--- src/hw/rtl/iqu_pkg.sv ---
`timescale 1ns / 1ps
// ----------------------------------------------------------------------------
// iqu_pkg
// shared types, constants and the sine table generator for the iq upconverter
// ----------------------------------------------------------------------------
package iqu_pkg;

  // default parameter values
  localparam int SAMPLE_WIDTH_DEF    = 16;
  localparam int PHASE_WIDTH_DEF     = 32;
  localparam int SINE_TABLE_BITS_DEF = 10;

  // fixed widths
  localparam int CODE_W     = 16;  // dac code word
  localparam int CFG_DATA_W = 32;  // widest register
  localparam int CFG_IDX_W  = 3;
  localparam int FIFO_DEPTH = 4;   // power of two

  localparam longint unsigned HALF_PI_Q30 = 64'd1686629713;

  // register map
  typedef enum logic [CFG_IDX_W-1:0] {
    REG_PHASE_STEP = 3'd0,
    REG_AMP_RATIO  = 3'd1,
    REG_SKEW_SIN   = 3'd2,
    REG_SKEW_COS   = 3'd3,
    REG_DC_I       = 3'd4,
    REG_DC_Q       = 3'd5,
    REG_RESOLUTION = 3'd6
  } cfg_reg_e;

  // effective dac resolution
  typedef enum logic [1:0] {
    RES_14,
    RES_15,
    RES_16
  } res_t;

  typedef struct packed {
    logic        [31:0] phase_step;
    logic        [15:0] amp_ratio;
    logic signed [14:0] skew_sin;
    logic        [14:0] skew_cos;
    logic signed [14:0] dc_i;
    logic signed [14:0] dc_q;
    res_t               res;
  } cfg_t;

  // first quadrant sine in unsigned q0.15, m in 0 .. 2^(table_bits-2), q30 taylor series
  function automatic logic [14:0] quarter_sine(input longint unsigned m,
                                               input int unsigned table_bits);
    longint unsigned a;
    longint unsigned a2;
    longint unsigned term;
    longint          sum;
    a    = (m * HALF_PI_Q30) >> (table_bits - 2);
    a2   = (a * a) >> 30;
    term = a;
    sum  = longint'(a);
    term = ((term * a2) >> 30) / 6;
    sum  = sum - longint'(term);
    term = ((term * a2) >> 30) / 20;
    sum  = sum + longint'(term);
    term = ((term * a2) >> 30) / 42;
    sum  = sum - longint'(term);
    term = ((term * a2) >> 30) / 72;
    sum  = sum + longint'(term);
    term = ((term * a2) >> 30) / 110;
    sum  = sum - longint'(term);
    term = ((term * a2) >> 30) / 156;
    sum  = sum + longint'(term);
    if (sum < 0) begin
      sum = 0;
    end
    sum = (sum + 16384) >>> 15;
    if (sum > 32767) begin
      sum = 32767;
    end
    return 15'(sum);
  endfunction

endpackage

--- src/hw/rtl/iqu_fifo.sv ---
`timescale 1ns / 1ps
// ----------------------------------------------------------------------------
// iqu_fifo
// short show-ahead queue between the phase front end and the datapath
// ----------------------------------------------------------------------------
module iqu_fifo #(
  parameter int WIDTH = 8,
  parameter int DEPTH = iqu_pkg::FIFO_DEPTH
) (
  input  logic             clk,
  input  logic             rst,
  input  logic             push,
  input  logic [WIDTH-1:0] din,
  input  logic             pop,
  output logic [WIDTH-1:0] dout,
  output logic             full,
  output logic             empty
);
  import iqu_pkg::*;

  localparam int PTR_W = $clog2(DEPTH);

  logic [WIDTH-1:0] mem [DEPTH];
  logic [PTR_W-1:0] wr_ptr;
  logic [PTR_W-1:0] rd_ptr;
  logic [PTR_W:0]   count;
  logic             do_push;
  logic             do_pop;

  assign full    = (count == (PTR_W + 1)'(DEPTH));
  assign empty   = (count == '0);
  assign do_push = push && !full;
  assign do_pop  = pop && !empty;
  assign dout    = mem[rd_ptr];

  always_ff @(posedge clk) begin
    if (do_push) begin
      mem[wr_ptr] <= din;
    end
  end

  always_ff @(posedge clk) begin
    if (rst) begin
      wr_ptr <= '0;
      rd_ptr <= '0;
      count  <= '0;
    end else begin
      if (do_push) begin
        wr_ptr <= wr_ptr + 1'b1;
      end
      if (do_pop) begin
        rd_ptr <= rd_ptr + 1'b1;
      end
      unique case ({do_push, do_pop})
        2'b10:   count <= count + 1'b1;
        2'b01:   count <= count - 1'b1;
        default: count <= count;
      endcase
    end
  end
endmodule

--- config.mk ---
export PLATFORM = sky130hd
export DESIGN_NAME = iqu_fifo
export DESIGN_NICKNAME = d
export VERILOG_FILES = /design/src/hw/rtl/iqu_pkg.sv /design/src/hw/rtl/iqu_fifo.sv
export SDC_FILE = /design/constraint.sdc
export NUM_CORES = 1
export LEC_CHECK = 0
export BUFFER_PORTS_ARGS = -buffer_cell sky130_fd_sc_hd__buf_2
export CAP_MARGIN = 5
export CORE_MARGIN = 10
export CORE_UTILIZATION = 59
export CTS_CLUSTER_DIAMETER = 200
export DETAILED_ROUTE_END_ITERATION = 8
export PLACE_DENSITY_LB_ADDON = 0.08
export SETUP_SLACK_MARGIN = 0.1
export SLEW_MARGIN = 5
export SYNTH_ARGS = -nofsm -noshare
export SYNTH_HDL_FRONTEND = slang
export SYNTH_SLANG_ARGS = --single-unit
--- constraint.sdc ---
create_clock -name clk -period 2.9 [get_ports clk]
set_input_delay 0.145 -clock clk [delete_from_list [all_inputs] [get_ports clk]]
set_output_delay 0.145 -clock clk [all_outputs]
set_load 0.05 [all_outputs]
==> impl_summary.md <==
Status
The flow ran to the end, and the final reports show no timing, DRC or antenna violations.

Route
The post-route DRC violation count is 0. Summing over every cut layer, the via total after detailed routing is 828. The routed wire length is 2470 um.

Dividing the detail-routed wire length by the instance count gives 16.2 um. Using the TritonRoute via totals, the vias-per-cell ratio works out to 5.41. For this run, the detailed router's first-pass iteration total came to 4. In this run the remaining antenna-violating nets after routing total 0. The detailed router finished its first iteration with 38 violations.

Logic synthesis
Counting distinct cell types in the post-synthesis netlist gives 20. The synthesized netlist net count is 114. The portion of synthesized area spent on multiplexers is 0.116. The number of warnings printed during yosys synthesis is 0.

The arithmetic-cell share of the synthesized area counting full adders, half adders and majority gates is 0.0505. Averaged over all synthesized cells, the footprint is 17.0 um2. The summed instance area of the synthesized netlist is 1640 um2. The fraction of the yosys area taken by sequential cells is 0.698. The post-synthesis cell count is 96.

The post-synthesis compound-gate area fraction came to 0.0291. After synthesis, the largest family of logic cells by area is multiplexers. The number of synthesized register bits is 41.

The basic-gate share of the synthesized area counting and, or, nand and nor cells is 0.0643. The parity-gate share of the synthesized area counting xor and xnor cells is 0.0161.

Critical path
The signal on the critical path passes through nor3b_2 > nor2_1 > inv_1 > ha_1 > inv_1 > fa_1 > xor2_1 > or3_1 > a21oi_1. The worst setup path is captured at a flip-flop. The slowest stage of the critical path is the sky130_fd_sc_hd__dfxtp_1 cell.

In this run the critical register-to-register path is launched from count[2]$_SDFFE_PP0P_. The most frequent cell on the critical path is sky130_fd_sc_hd__inv_1. The worst register-to-register path ends at count[2]$_SDFFE_PP0P_.

The number of buffer and inverter instances along the worst setup path is 2. Data on the critical path arrives at its endpoint at 2.49 ns. Setup slack on the worst reg-to-reg path comes out at 0.69 ns.

Along the worst path, the maximum fanout reaches 6. The critical path is of the flip-flop to flip-flop type. On the critical path the largest part of the delay comes from simple AND/OR/NAND/NOR gates.

The largest incremental delay on the critical path is 0.43 ns. The number of cells traversed by the worst register-to-register path is 9. The required time at the endpoint of the critical path is 3.18 ns. The worst setup path is launched from a flip-flop.

Pwr
The share of total power dissipated in combinational logic is 0.325. The power per cell area is 928 nW/um2. Of the total power, the clock network draws 0.219. The analysis attributes to cell leakage a power of 0.682 nW. The net switching share of the total power is 0.362. Power comes to 1.73 mW. The worst IR drop on VDD is 0.000681 V. Internal power comes to 1.10 mW. The switching power total is 624 uW. The share of total power in sequential cells is 0.456.

Clocking
The longest clock path from root to sink contains 2 buffers. The number of hold buffers added after CTS was 0. TritonCTS built the clock tree. After clock tree synthesis, the clock-pin slew on the worst setup and hold paths is 0.12 ns. The later pin in the worst-skew pair is clocked with a latency of 0.34 ns. The number of levels in the clock H-tree is 2.

The post-CTS setup buffer count is 0. TritonCTS created 5 clock buffers. The root buffer cell chosen for the clock tree is sky130_fd_sc_hd__clkbuf_4. The tree built by TritonCTS fans out to 41 sinks. The number of gates given a new drive strength after cts is 0.

Run
Max-cap violations in this run came to 0.

Final layout
The filler cell count in the final layout is 200. The share of cells above drive strength 1 is 0.328. Summing all non-filler instances in the final layout gives an area of 1860 um2. The number of nets in the final layout is 139. The post-route non-filler standard cell count is 153. The final cell utilization of the core is 0.686. The repair_antennas step left the layout with diodes totalling 0. The area growth from synthesis to layout is 13.7%.

Floorplan
The cell row count is 19. The die covers 5280 um2. The floorplan core area is 2710 um2. Measured along the x axis, the die boundary spans 72.6 um. The die extent in y is 72.6 um. In this run the count of I/O pins placed on the die edge is 22. The effective utilization at floorplan is 0.603.

Global routing
Entering global routing, the biggest net connects 14 pins. Across every metal layer, demand over resource in global routing totals 0.101. The number of antenna violations at the first check in global routing is 0. The first global-routing pass estimated 4060 um of wire. The number of global-route vias before repair is 888. The total overflow left after global routing is 0.

Placed design
Routability-driven placement finished with a final weighted congestion of 0.700. The instance area at placement is 1770 um2. The placed wire-length estimate after detailed placement is 1840 um. The number of cells in the design after placement is 145. The pre-CTS setup slack is 0.734 ns. The number of I/O port buffers is 21.

STA
The maximum clock rate is 453 MHz. The final hold violation count is 0. The summed negative setup slack over all endpoints is 0 ns. The final cycle utilization of the critical path is 0.761. The final critical path time including I/O delays and setup is 2.21 ns.

Setup repair after global routing left no endpoint under its margin. The total of endpoints with negative setup slack in the final report is 0. The worst slack on hold paths is 0.0201 ns. Headroom to the max-slew limit came out at 0.650. The setup slack after layout is 0.693 ns. The number of max-slew violations in the final report is 0.

The pin slew with the least headroom to its limit is 0.524 ns. The post-route clock skew is 0.00538 ns.

Hold path
For hold timing, the worst endpoint is mem[0][2]$_DFFE_PP_. Counting instances, the worst hold path has a depth of 1. In this run the most critical hold path is launched from din[2]. The path class of the tightest hold or removal check is primary input to flip-flop.
layout by cell type, fill, tap and decap left out:
master                      synthesis  routed
sky130_fd_sc_hd__edfxtp_1          32      32
sky130_fd_sc_hd__buf_2              1      21
sky130_fd_sc_hd__dfxtp_1            9       9
sky130_fd_sc_hd__inv_1              8       8
sky130_fd_sc_hd__mux4_2             8       8
sky130_fd_sc_hd__nor2_1             6       6
sky130_fd_sc_hd__ha_1               5       5
sky130_fd_sc_hd__clkbuf_4           0       5
sky130_fd_sc_hd__and2_1             4       4
sky130_fd_sc_hd__a21oi_1            4       4
sky130_fd_sc_hd__xor2_1             3       3
sky130_fd_sc_hd__o21ai_0            3       3
sky130_fd_sc_hd__or3_1              3       3
sky130_fd_sc_hd__nand2b_1           2       2
sky130_fd_sc_hd__clkbuf_16          0       2
sky130_fd_sc_hd__o31ai_2            1       1
sky130_fd_sc_hd__nor3_2             1       1
sky130_fd_sc_hd__nor3b_2            1       1
sky130_fd_sc_hd__nand2_1            1       1
sky130_fd_sc_hd__mux2i_1            1       1
sky130_fd_sc_hd__fa_1               1       1
sky130_fd_sc_hd__clkinv_2           0       1
worst max-delay path by stage:
stage	startpoint	endpoint	slack (ns)	cells after the start
5_1_grt	count[2]$_SDFFE_PP0P_	count[2]$_SDFFE_PP0P_	0.55	9
6_report	count[2]$_SDFFE_PP0P_	count[2]$_SDFFE_PP0P_	0.69	9
2_1_floorplan	count[2]$_SDFFE_PP0P_	count[2]$_SDFFE_PP0P_	0.25	9
3_3_place_gp	count[2]$_SDFFE_PP0P_	count[2]$_SDFFE_PP0P_	0.82	9
4_1_cts	count[2]$_SDFFE_PP0P_	count[2]$_SDFFE_PP0P_	0.69	9
3_5_place_dp	count[2]$_SDFFE_PP0P_	count[2]$_SDFFE_PP0P_	0.73	9
power groups by stage:
stage	clock (mW)	combinational [mW]	sequential [mW]
after global routing	0.411	0.608	0.803
after global placement	0	0.562	0.799
after floorplan	0	0.495	0.755
after detailed placement	0	0.569	0.806
after CTS	0.385	0.571	0.792
final	0.378	0.562	0.787
kinds of logic (layout without fill, tap and decap cells):
kind of cell	Yosys count	count (layout)
AO/OA/AOI/OAI	8	8
XOR/XNOR	3	3
adder cells (fa/ha/maj)	6	6
buffers and inverters	11	37
flip-flops	41	41
multiplexers	9	9
AND/OR/NAND/NOR	18	18
metal layers:
metal | global-route usage | routed length, um
met1 | 0.109 | 972
met2 | 0.172 | 1340
met3 | 0.0408 | 127
met4 | 0.0380 | 33
met5 | 0 | 0
registers in the layout, summed over array words and instances (netlist names), named ones only:
signal	flops
count	3
mem	32
rd_ptr	2
wr_ptr	2
cell type report:
class,count,area [um2],share of cell area
Clock inverter,1,5.00,0.00269
Tap cell,31,38.8,0.0209
Inverter,8,30.0,0.0162
Clock buffer,7,87.6,0.0471
Sequential cell,41,1140,0.614
Timing Repair Buffer,21,105,0.0565
Multi-Input combinational cell,44,452,0.243
worst reg2reg max path, stage by stage (launching register included):
cell,delay (ns)
sky130_fd_sc_hd__dfxtp_1,0.43
sky130_fd_sc_hd__nor3b_2,0.28
sky130_fd_sc_hd__nor2_1,0.14
sky130_fd_sc_hd__inv_1,0.08
sky130_fd_sc_hd__ha_1,0.17
sky130_fd_sc_hd__inv_1,0.06
sky130_fd_sc_hd__fa_1,0.37
sky130_fd_sc_hd__xor2_1,0.16
sky130_fd_sc_hd__or3_1,0.31
sky130_fd_sc_hd__a21oi_1,0.15
synthesized netlist by cell type:
cell type	number	area, um2
sky130_fd_sc_hd__edfxtp_1	32	961
sky130_fd_sc_hd__dfxtp_1	9	180
sky130_fd_sc_hd__inv_1	8	30.0
sky130_fd_sc_hd__mux4_2	8	180
sky130_fd_sc_hd__nor2_1	6	22.5
sky130_fd_sc_hd__ha_1	5	62.6
sky130_fd_sc_hd__a21oi_1	4	20.0
sky130_fd_sc_hd__and2_1	4	25.0
sky130_fd_sc_hd__o21ai_0	3	15.0
sky130_fd_sc_hd__or3_1	3	18.8
sky130_fd_sc_hd__xor2_1	3	26.3
sky130_fd_sc_hd__buf_1	2	7.51
sky130_fd_sc_hd__nand2b_1	2	12.5
sky130_fd_sc_hd__buf_2	1	5.00
sky130_fd_sc_hd__fa_1	1	20.0
sky130_fd_sc_hd__mux2i_1	1	10.0
sky130_fd_sc_hd__nand2_1	1	3.75
sky130_fd_sc_hd__nor3_2	1	10.0
sky130_fd_sc_hd__nor3b_2	1	12.5
sky130_fd_sc_hd__o31ai_2	1	12.5
(Power assumes the default switching activity.)
