--- config.mk ---
export PLATFORM = sky130hd
export DESIGN_NAME = iqu_front_flat
export DESIGN_NICKNAME = d
export VERILOG_FILES = /design/src/hw/rtl/iqu_pkg.sv /design/src/hw/rtl/iqu_in_if.sv /design/src/hw/rtl/iqu_front.sv /design/src/flat_wrapper.sv
export SDC_FILE = /design/constraint.sdc
export NUM_CORES = 1
export LEC_CHECK = 0
export BUFFER_PORTS_ARGS = -buffer_cell sky130_fd_sc_hd__buf_2
export CORE_UTILIZATION = 48
export CTS_CLUSTER_SIZE = 40
export DETAILED_ROUTE_END_ITERATION = 10
export PLACE_DENSITY = 0.87
export SYNTH_ARGS = -nofsm -noshare
export SYNTH_HDL_FRONTEND = slang
export SYNTH_SLANG_ARGS = --single-unit
--- constraint.sdc ---
create_clock -name clk -period 6.03 [get_ports clk]
set_clock_uncertainty 0.1 [all_clocks]
set_input_delay 0.9045 -clock clk [delete_from_list [all_inputs] [get_ports clk]]
set_output_delay 0.9045 -clock clk [all_outputs]
set_load 0.02 [all_outputs]
--- src/hw/rtl/iqu_pkg.sv ---
`timescale 1ns / 1ps
// ----------------------------------------------------------------------------
// iqu_pkg
// shared types, constants and the sine table generator for the iq upconverter
// ----------------------------------------------------------------------------
package iqu_pkg;

  // default parameter values
  localparam int SAMPLE_WIDTH_DEF    = 16;
  localparam int PHASE_WIDTH_DEF     = 32;
  localparam int SINE_TABLE_BITS_DEF = 10;

  // fixed widths
  localparam int CODE_W     = 16;  // dac code word
  localparam int CFG_DATA_W = 32;  // widest register
  localparam int CFG_IDX_W  = 3;
  localparam int FIFO_DEPTH = 4;   // power of two

  localparam longint unsigned HALF_PI_Q30 = 64'd1686629713;

  // register map
  typedef enum logic [CFG_IDX_W-1:0] {
    REG_PHASE_STEP = 3'd0,
    REG_AMP_RATIO  = 3'd1,
    REG_SKEW_SIN   = 3'd2,
    REG_SKEW_COS   = 3'd3,
    REG_DC_I       = 3'd4,
    REG_DC_Q       = 3'd5,
    REG_RESOLUTION = 3'd6
  } cfg_reg_e;

  // effective dac resolution
  typedef enum logic [1:0] {
    RES_14,
    RES_15,
    RES_16
  } res_t;

  typedef struct packed {
    logic        [31:0] phase_step;
    logic        [15:0] amp_ratio;
    logic signed [14:0] skew_sin;
    logic        [14:0] skew_cos;
    logic signed [14:0] dc_i;
    logic signed [14:0] dc_q;
    res_t               res;
  } cfg_t;

  // first quadrant sine in unsigned q0.15, m in 0 .. 2^(table_bits-2), q30 taylor series
  function automatic logic [14:0] quarter_sine(input longint unsigned m,
                                               input int unsigned table_bits);
    longint unsigned a;
    longint unsigned a2;
    longint unsigned term;
    longint          sum;
    a    = (m * HALF_PI_Q30) >> (table_bits - 2);
    a2   = (a * a) >> 30;
    term = a;
    sum  = longint'(a);
    term = ((term * a2) >> 30) / 6;
    sum  = sum - longint'(term);
    term = ((term * a2) >> 30) / 20;
    sum  = sum + longint'(term);
    term = ((term * a2) >> 30) / 42;
    sum  = sum - longint'(term);
    term = ((term * a2) >> 30) / 72;
    sum  = sum + longint'(term);
    term = ((term * a2) >> 30) / 110;
    sum  = sum - longint'(term);
    term = ((term * a2) >> 30) / 156;
    sum  = sum + longint'(term);
    if (sum < 0) begin
      sum = 0;
    end
    sum = (sum + 16384) >>> 15;
    if (sum > 32767) begin
      sum = 32767;
    end
    return 15'(sum);
  endfunction

endpackage

--- src/hw/rtl/iqu_in_if.sv ---
`timescale 1ns / 1ps
// ----------------------------------------------------------------------------
// iqu_in_if
// envelope sample channel: valid, ready and one complex sample word
// ----------------------------------------------------------------------------
interface iqu_in_if #(
  parameter int SAMPLE_WIDTH = iqu_pkg::SAMPLE_WIDTH_DEF
);
  logic                           valid;
  logic                           ready;
  logic signed [SAMPLE_WIDTH-1:0] env_i;
  logic signed [SAMPLE_WIDTH-1:0] env_q;
  logic                           record_start;

  modport source (output valid, output env_i, output env_q, output record_start,
                  input ready);
  modport sink (input valid, input env_i, input env_q, input record_start,
                output ready);
endinterface

--- src/hw/rtl/iqu_front.sv ---
`timescale 1ns / 1ps
// ----------------------------------------------------------------------------
// iqu_front
// accepts samples, picks the phase of each one and steps the accumulator
// ----------------------------------------------------------------------------
module iqu_front #(
  parameter int SAMPLE_WIDTH    = iqu_pkg::SAMPLE_WIDTH_DEF,
  parameter int PHASE_WIDTH     = iqu_pkg::PHASE_WIDTH_DEF,
  parameter int SINE_TABLE_BITS = iqu_pkg::SINE_TABLE_BITS_DEF
) (
  input  logic                                      clk,
  input  logic                                      rst,
  input  iqu_pkg::cfg_t                             cfg,
  iqu_in_if.sink                                    samples,
  input  logic                                      q_full,
  output logic                                      q_push,
  output logic [2*SAMPLE_WIDTH+SINE_TABLE_BITS-1:0] q_word
);
  import iqu_pkg::*;

  logic [PHASE_WIDTH-1:0]     phase_acc;
  logic [PHASE_WIDTH-1:0]     phase;
  logic [PHASE_WIDTH-1:0]     step_aligned;
  logic [SINE_TABLE_BITS-1:0] idx;

  // step aligned to the top of the accumulator
  if (PHASE_WIDTH >= 32) begin : g_step_up
    assign step_aligned = PHASE_WIDTH'(cfg.phase_step) << (PHASE_WIDTH - 32);
  end else begin : g_step_down
    assign step_aligned = PHASE_WIDTH'(cfg.phase_step >> (32 - PHASE_WIDTH));
  end

  assign phase         = samples.record_start ? '0 : phase_acc;
  assign idx           = phase[PHASE_WIDTH-1 -: SINE_TABLE_BITS];
  assign samples.ready = !q_full;
  assign q_push        = samples.valid && !q_full;
  assign q_word        = {samples.env_i, samples.env_q, idx};

  always_ff @(posedge clk) begin
    if (rst) begin
      phase_acc <= '0;
    end else if (q_push) begin
      phase_acc <= phase + step_aligned;
    end
  end
endmodule

--- src/flat_wrapper.sv ---
// flat-port wrapper written by rule: the top's interface ports become plain ports
module iqu_front_flat import iqu_pkg::*;
#(
  parameter int SAMPLE_WIDTH    = iqu_pkg::SAMPLE_WIDTH_DEF,
  parameter int PHASE_WIDTH     = iqu_pkg::PHASE_WIDTH_DEF,
  parameter int SINE_TABLE_BITS = iqu_pkg::SINE_TABLE_BITS_DEF
)
  (clk, rst, cfg, q_full, q_push, q_word, samples_valid, samples_env_i, samples_env_q, samples_record_start, samples_ready);
  iqu_in_if #(.SAMPLE_WIDTH(SAMPLE_WIDTH)) samples_i ();
  input  logic clk;
  input  logic rst;
  input  iqu_pkg::cfg_t cfg;
  input  logic q_full;
  output logic q_push;
  output logic [2*SAMPLE_WIDTH+SINE_TABLE_BITS-1:0] q_word;
  input wire logic [$bits(samples_i.valid)-1:0] samples_valid;
  input wire logic [$bits(samples_i.env_i)-1:0] samples_env_i;
  input wire logic [$bits(samples_i.env_q)-1:0] samples_env_q;
  input wire logic [$bits(samples_i.record_start)-1:0] samples_record_start;
  output wire logic [$bits(samples_i.ready)-1:0] samples_ready;
  assign samples_i.valid = samples_valid;
  assign samples_i.env_i = samples_env_i;
  assign samples_i.env_q = samples_env_q;
  assign samples_i.record_start = samples_record_start;
  assign samples_ready = samples_i.ready;
  iqu_front #(.SAMPLE_WIDTH(SAMPLE_WIDTH), .PHASE_WIDTH(PHASE_WIDTH), .SINE_TABLE_BITS(SINE_TABLE_BITS)) u_core (.clk(clk), .rst(rst), .cfg(cfg), .samples(samples_i), .q_full(q_full), .q_push(q_push), .q_word(q_word));
endmodule
==> impl_metrics.tcl <==
set metrics [dict create \
    status "finished with violations" \
    violations "design-rule violations" \
    dp_hpwl_um 5206 \
    timing.rr.end "u_core.phase_acc[24]" \
    wire_per_inst_um 14.34 \
    drt_iter0_markers 138 \
    power_frac_clock 0.315 \
    largest_reg_flops 32 \
    period_needed_ns 4.010 \
    grt_overflow 0 \
    track_usage 0.2059 \
    cts_tree "yes" \
    crit_cells 13 \
    hold_path_class "reg2reg" \
    use_met2 0.3562 \
    yosys.area.top_type "dfxtp_1" \
    first_pass_iters 9 \
    postLayoutCoreUtil 0.5258 \
    yosysSeqAreaShare 0.1981 \
    synth_nets 601 \
    cp-startpoint "samples_record_start" \
    combPwrFrac 0.283 \
    synth_top_area_frac 0.1981 \
    syn_area_per_cell_um2 7.664 \
    initial_core_util 0.5036 \
    synth.area.top_cells "dfxtp_1, ha_1, a21oi_1" \
    fp-row-count 29 \
    cts_made_buffers 5 \
    netlist_instances 422 \
    io_buffers 48 \
    finalSetupTns_ns 0 \
    critPathRequiredTime_ns 6.09 \
    power_density_nw_per_um2 168.3 \
    ir_worst_vdd_v 0.0001122 \
    regMostFlops "u_core.phase_acc" \
    pwr-share-seq 0.402 \
    core-area_um2 6422 \
    worst_skew_pair.late_latency_ns 0.29 \
    top_regs "u_core.phase_acc x32" \
    layout.nets 610 \
    ios 191 \
    first_global_vias 2765 \
    gp_congestion 0.8651 \
    maxSlewHeadroom 0.5190 \
    cpMostUsedCell "a31o_4" \
    antenna_found_initial 0 \
    postRouteAntennaNets 0 \
    ys_ff_latch 32 \
    drv_cap 0 \
    synth_cell_types 58 \
    num_antenna_cells 0 \
    htreeDepth 2 \
    path_delay_family "compound AO/OA/AOI/OAI gates" \
    crit_arrival_ns 4.07 \
    chipWidth_um 84.09 \
    post_cts_resized 0 \
    fmaxAchievable_ghz 0.2494 \
    num_vias 2955 \
    yosysWarnings 0 \
    grt_max_degree 41 \
    ys.flop_type "dfxtp_1" \
    critPathCapture "u_core.phase_acc[24]" \
    multi_input_area_um2 2255 \
    rsz0062_at_grt "no" \
    worst_pin_slew_ns 0.7215 \
    fill_cells 635 \
    dieArea_um2 7070 \
    clock_sinks 32 \
    r2r_setup_slack_ns 2.85 \
    critical_path.cell_chain "buf_2 > nor2b_1 > ha_1 > fa_1 > a21o_1 > a21oi_1 > o21ai_2 > a31o_4 > a31o_4 > a31o_4 > a31oi_4 > mux2i_1 > o21ai_1" \
    holdWs_ns 0.3459 \
    hold_viol 0 \
    p_sw_frac 0.3271 \
    path_clk_slew_ns 0.08 \
    via_per_inst 5.806 \
    startpoint_type "input pin" \
    internal-power_uw 382.5 \
    power_leakage_uw 0.001597 \
    clock_path_buffers 2 \
    cp-end-kind "flop" \
    cts_root_buffer "clkbuf_8" \
    cp_max_fo 34 \
    drive_above_1_share 0.1713 \
    ctsHoldBuffers 0 \
    regArea_um2 640.6 \
    synthArstFlopShare 0 \
    crit_type "in2reg" \
    met3_usage 0.04451 \
    drv_slew 0 \
    grt_pass1_wl_um 11940 \
    post_cts_buffers 0 \
    drc 24 \
    period_share 0.6650 \
    finalSetupViolations 0 \
    syn_area_um2 3234 \
    syn_to_final_growth_pct 4.410 \
    r2r-start "u_core.phase_acc[0]" \
    slowest_delay_ns 0.52 \
    cp_slowest_cell "buf_2" \
    die_h_um 84.09 \
    rr_worst_depth 12 \
    p_sw_uw 185.9 \
    cp_num_buf_inv 1 \
    wirelength_um 7298 \
    busiest_layer "met2" \
    met1_usage 0.2366 \
    synth_edf_count 0 \
]
## cells in the final DEF, fill, tap and decap left out, types with 2 or more instances in the layout
cell type / synthesis / routed
a211oi_1: 2 / 2
a21o_1: 15 / 15
a21oi_1: 60 / 60
a31o_1: 2 / 2
a31o_4: 3 / 3
a31oi_1: 4 / 4
and3_1: 5 / 5
buf_2: 1 / 48
buf_4: 32 / 2
clkbuf_8: 0 / 6
clkinv_2: 0 / 2
dfxtp_1: 32 / 32
ha_1: 31 / 31
inv_1: 10 / 10
mux2i_1: 4 / 4
nand2_1: 51 / 51
nand2b_1: 3 / 3
nand3_1: 11 / 11
nand3b_1: 6 / 6
nand4_1: 2 / 2
nor2_1: 17 / 17
nor2b_1: 37 / 37
nor3_1: 5 / 5
nor3b_1: 3 / 3
o21ai_0: 10 / 10
o21ai_1: 8 / 8
o21ai_2: 2 / 2
o21bai_1: 2 / 2
or3_1: 2 / 2
xnor2_1: 10 / 10
xor2_1: 10 / 10
## layer usage
layer	up-vias	part of all wire
li1	1485	-
met1	1343	0.44
met2	107	0.47
met3	20	0.065
met4	0	0.022
met5	-	0
## how the worst min path moves through the flow
stage / startpoint / endpoint / slack [ns] / cells past startpoint
after floorplan: u_core.phase_acc[10] / u_core.phase_acc[10] / 0.33 / 2
after global placement: u_core.phase_acc[20] / u_core.phase_acc[20] / 0.33 / 2
after detailed placement: u_core.phase_acc[13] / u_core.phase_acc[13] / 0.34 / 2
after CTS: u_core.phase_acc[13] / u_core.phase_acc[13] / 0.35 / 2
after global routing: u_core.phase_acc[25] / u_core.phase_acc[25] / 0.36 / 2
final: u_core.phase_acc[16] / u_core.phase_acc[16] / 0.35 / 2
## synth_stat cells (all sizes together) (2+ instances only)
cell and n:
or3 2, nand3b 6, o21bai 3, nand3 11
nand4 2, a211oi 2, dfxtp 32, nand2 51
nor2 17, mux2i 4, xor2 10, ha 31
o21ai 20, and2 2, a21oi 61, a21o 16
nor3 5, nand2b 3, o21a 2, and3 6
nor2b 37, nor3b 3, buf 34, clkbuf 14
a31oi 5, inv 10, a31o 5, xnor2 10
## tightest hold or removal path: stages, from the launching register on
cell and delay (ns):
dfxtp_1 0.31, nand2_1 0.05, a21oi_1 0.05
## stage by stage
step           instance area [um^2]  setup slack, ns  total power [uW]  instances
2_1_floorplan                  3234            2.286             383.1        422
4_1_cts                        3377            2.035             573.0        509
3_5_place_dp                   3284            1.714             392.3        501
5_1_grt                        3377            1.844             597.9        509
6_report                       3377            2.020             568.4        509
3_3_place_gp                   3284            1.772             386.2        501
## area by class of cell
cell class | instances | area share
Tap cell | 77 | 0.02853
Sequential cell | 32 | 0.1897
Clock inverter | 2 | 0.002964
Inverter | 10 | 0.01112
Timing Repair Buffer | 50 | 0.07558
Multi-Input combinational cell | 332 | 0.6677
Clock buffer | 6 | 0.02445
## power by group through the flow
stage               Sequential (uW)  Combinational, uW  Clock (uW)
CTS                             229                160         184
global placement                233                153           0
finish                          229                161         179
global route                    230                178         190
detailed placement              234                159           0
floorplan                       232                151           0
## logic make-up after synthesis
group,share of synthesized area
mux,0.01238
compound gates,0.2669
flops,0.1981
fa+ha+maj,0.1261
xor+xnor,0.05416
buf+inv,0.1048
simple gates,0.2375
No activity file was read; power rests on OpenSTA's default activity.
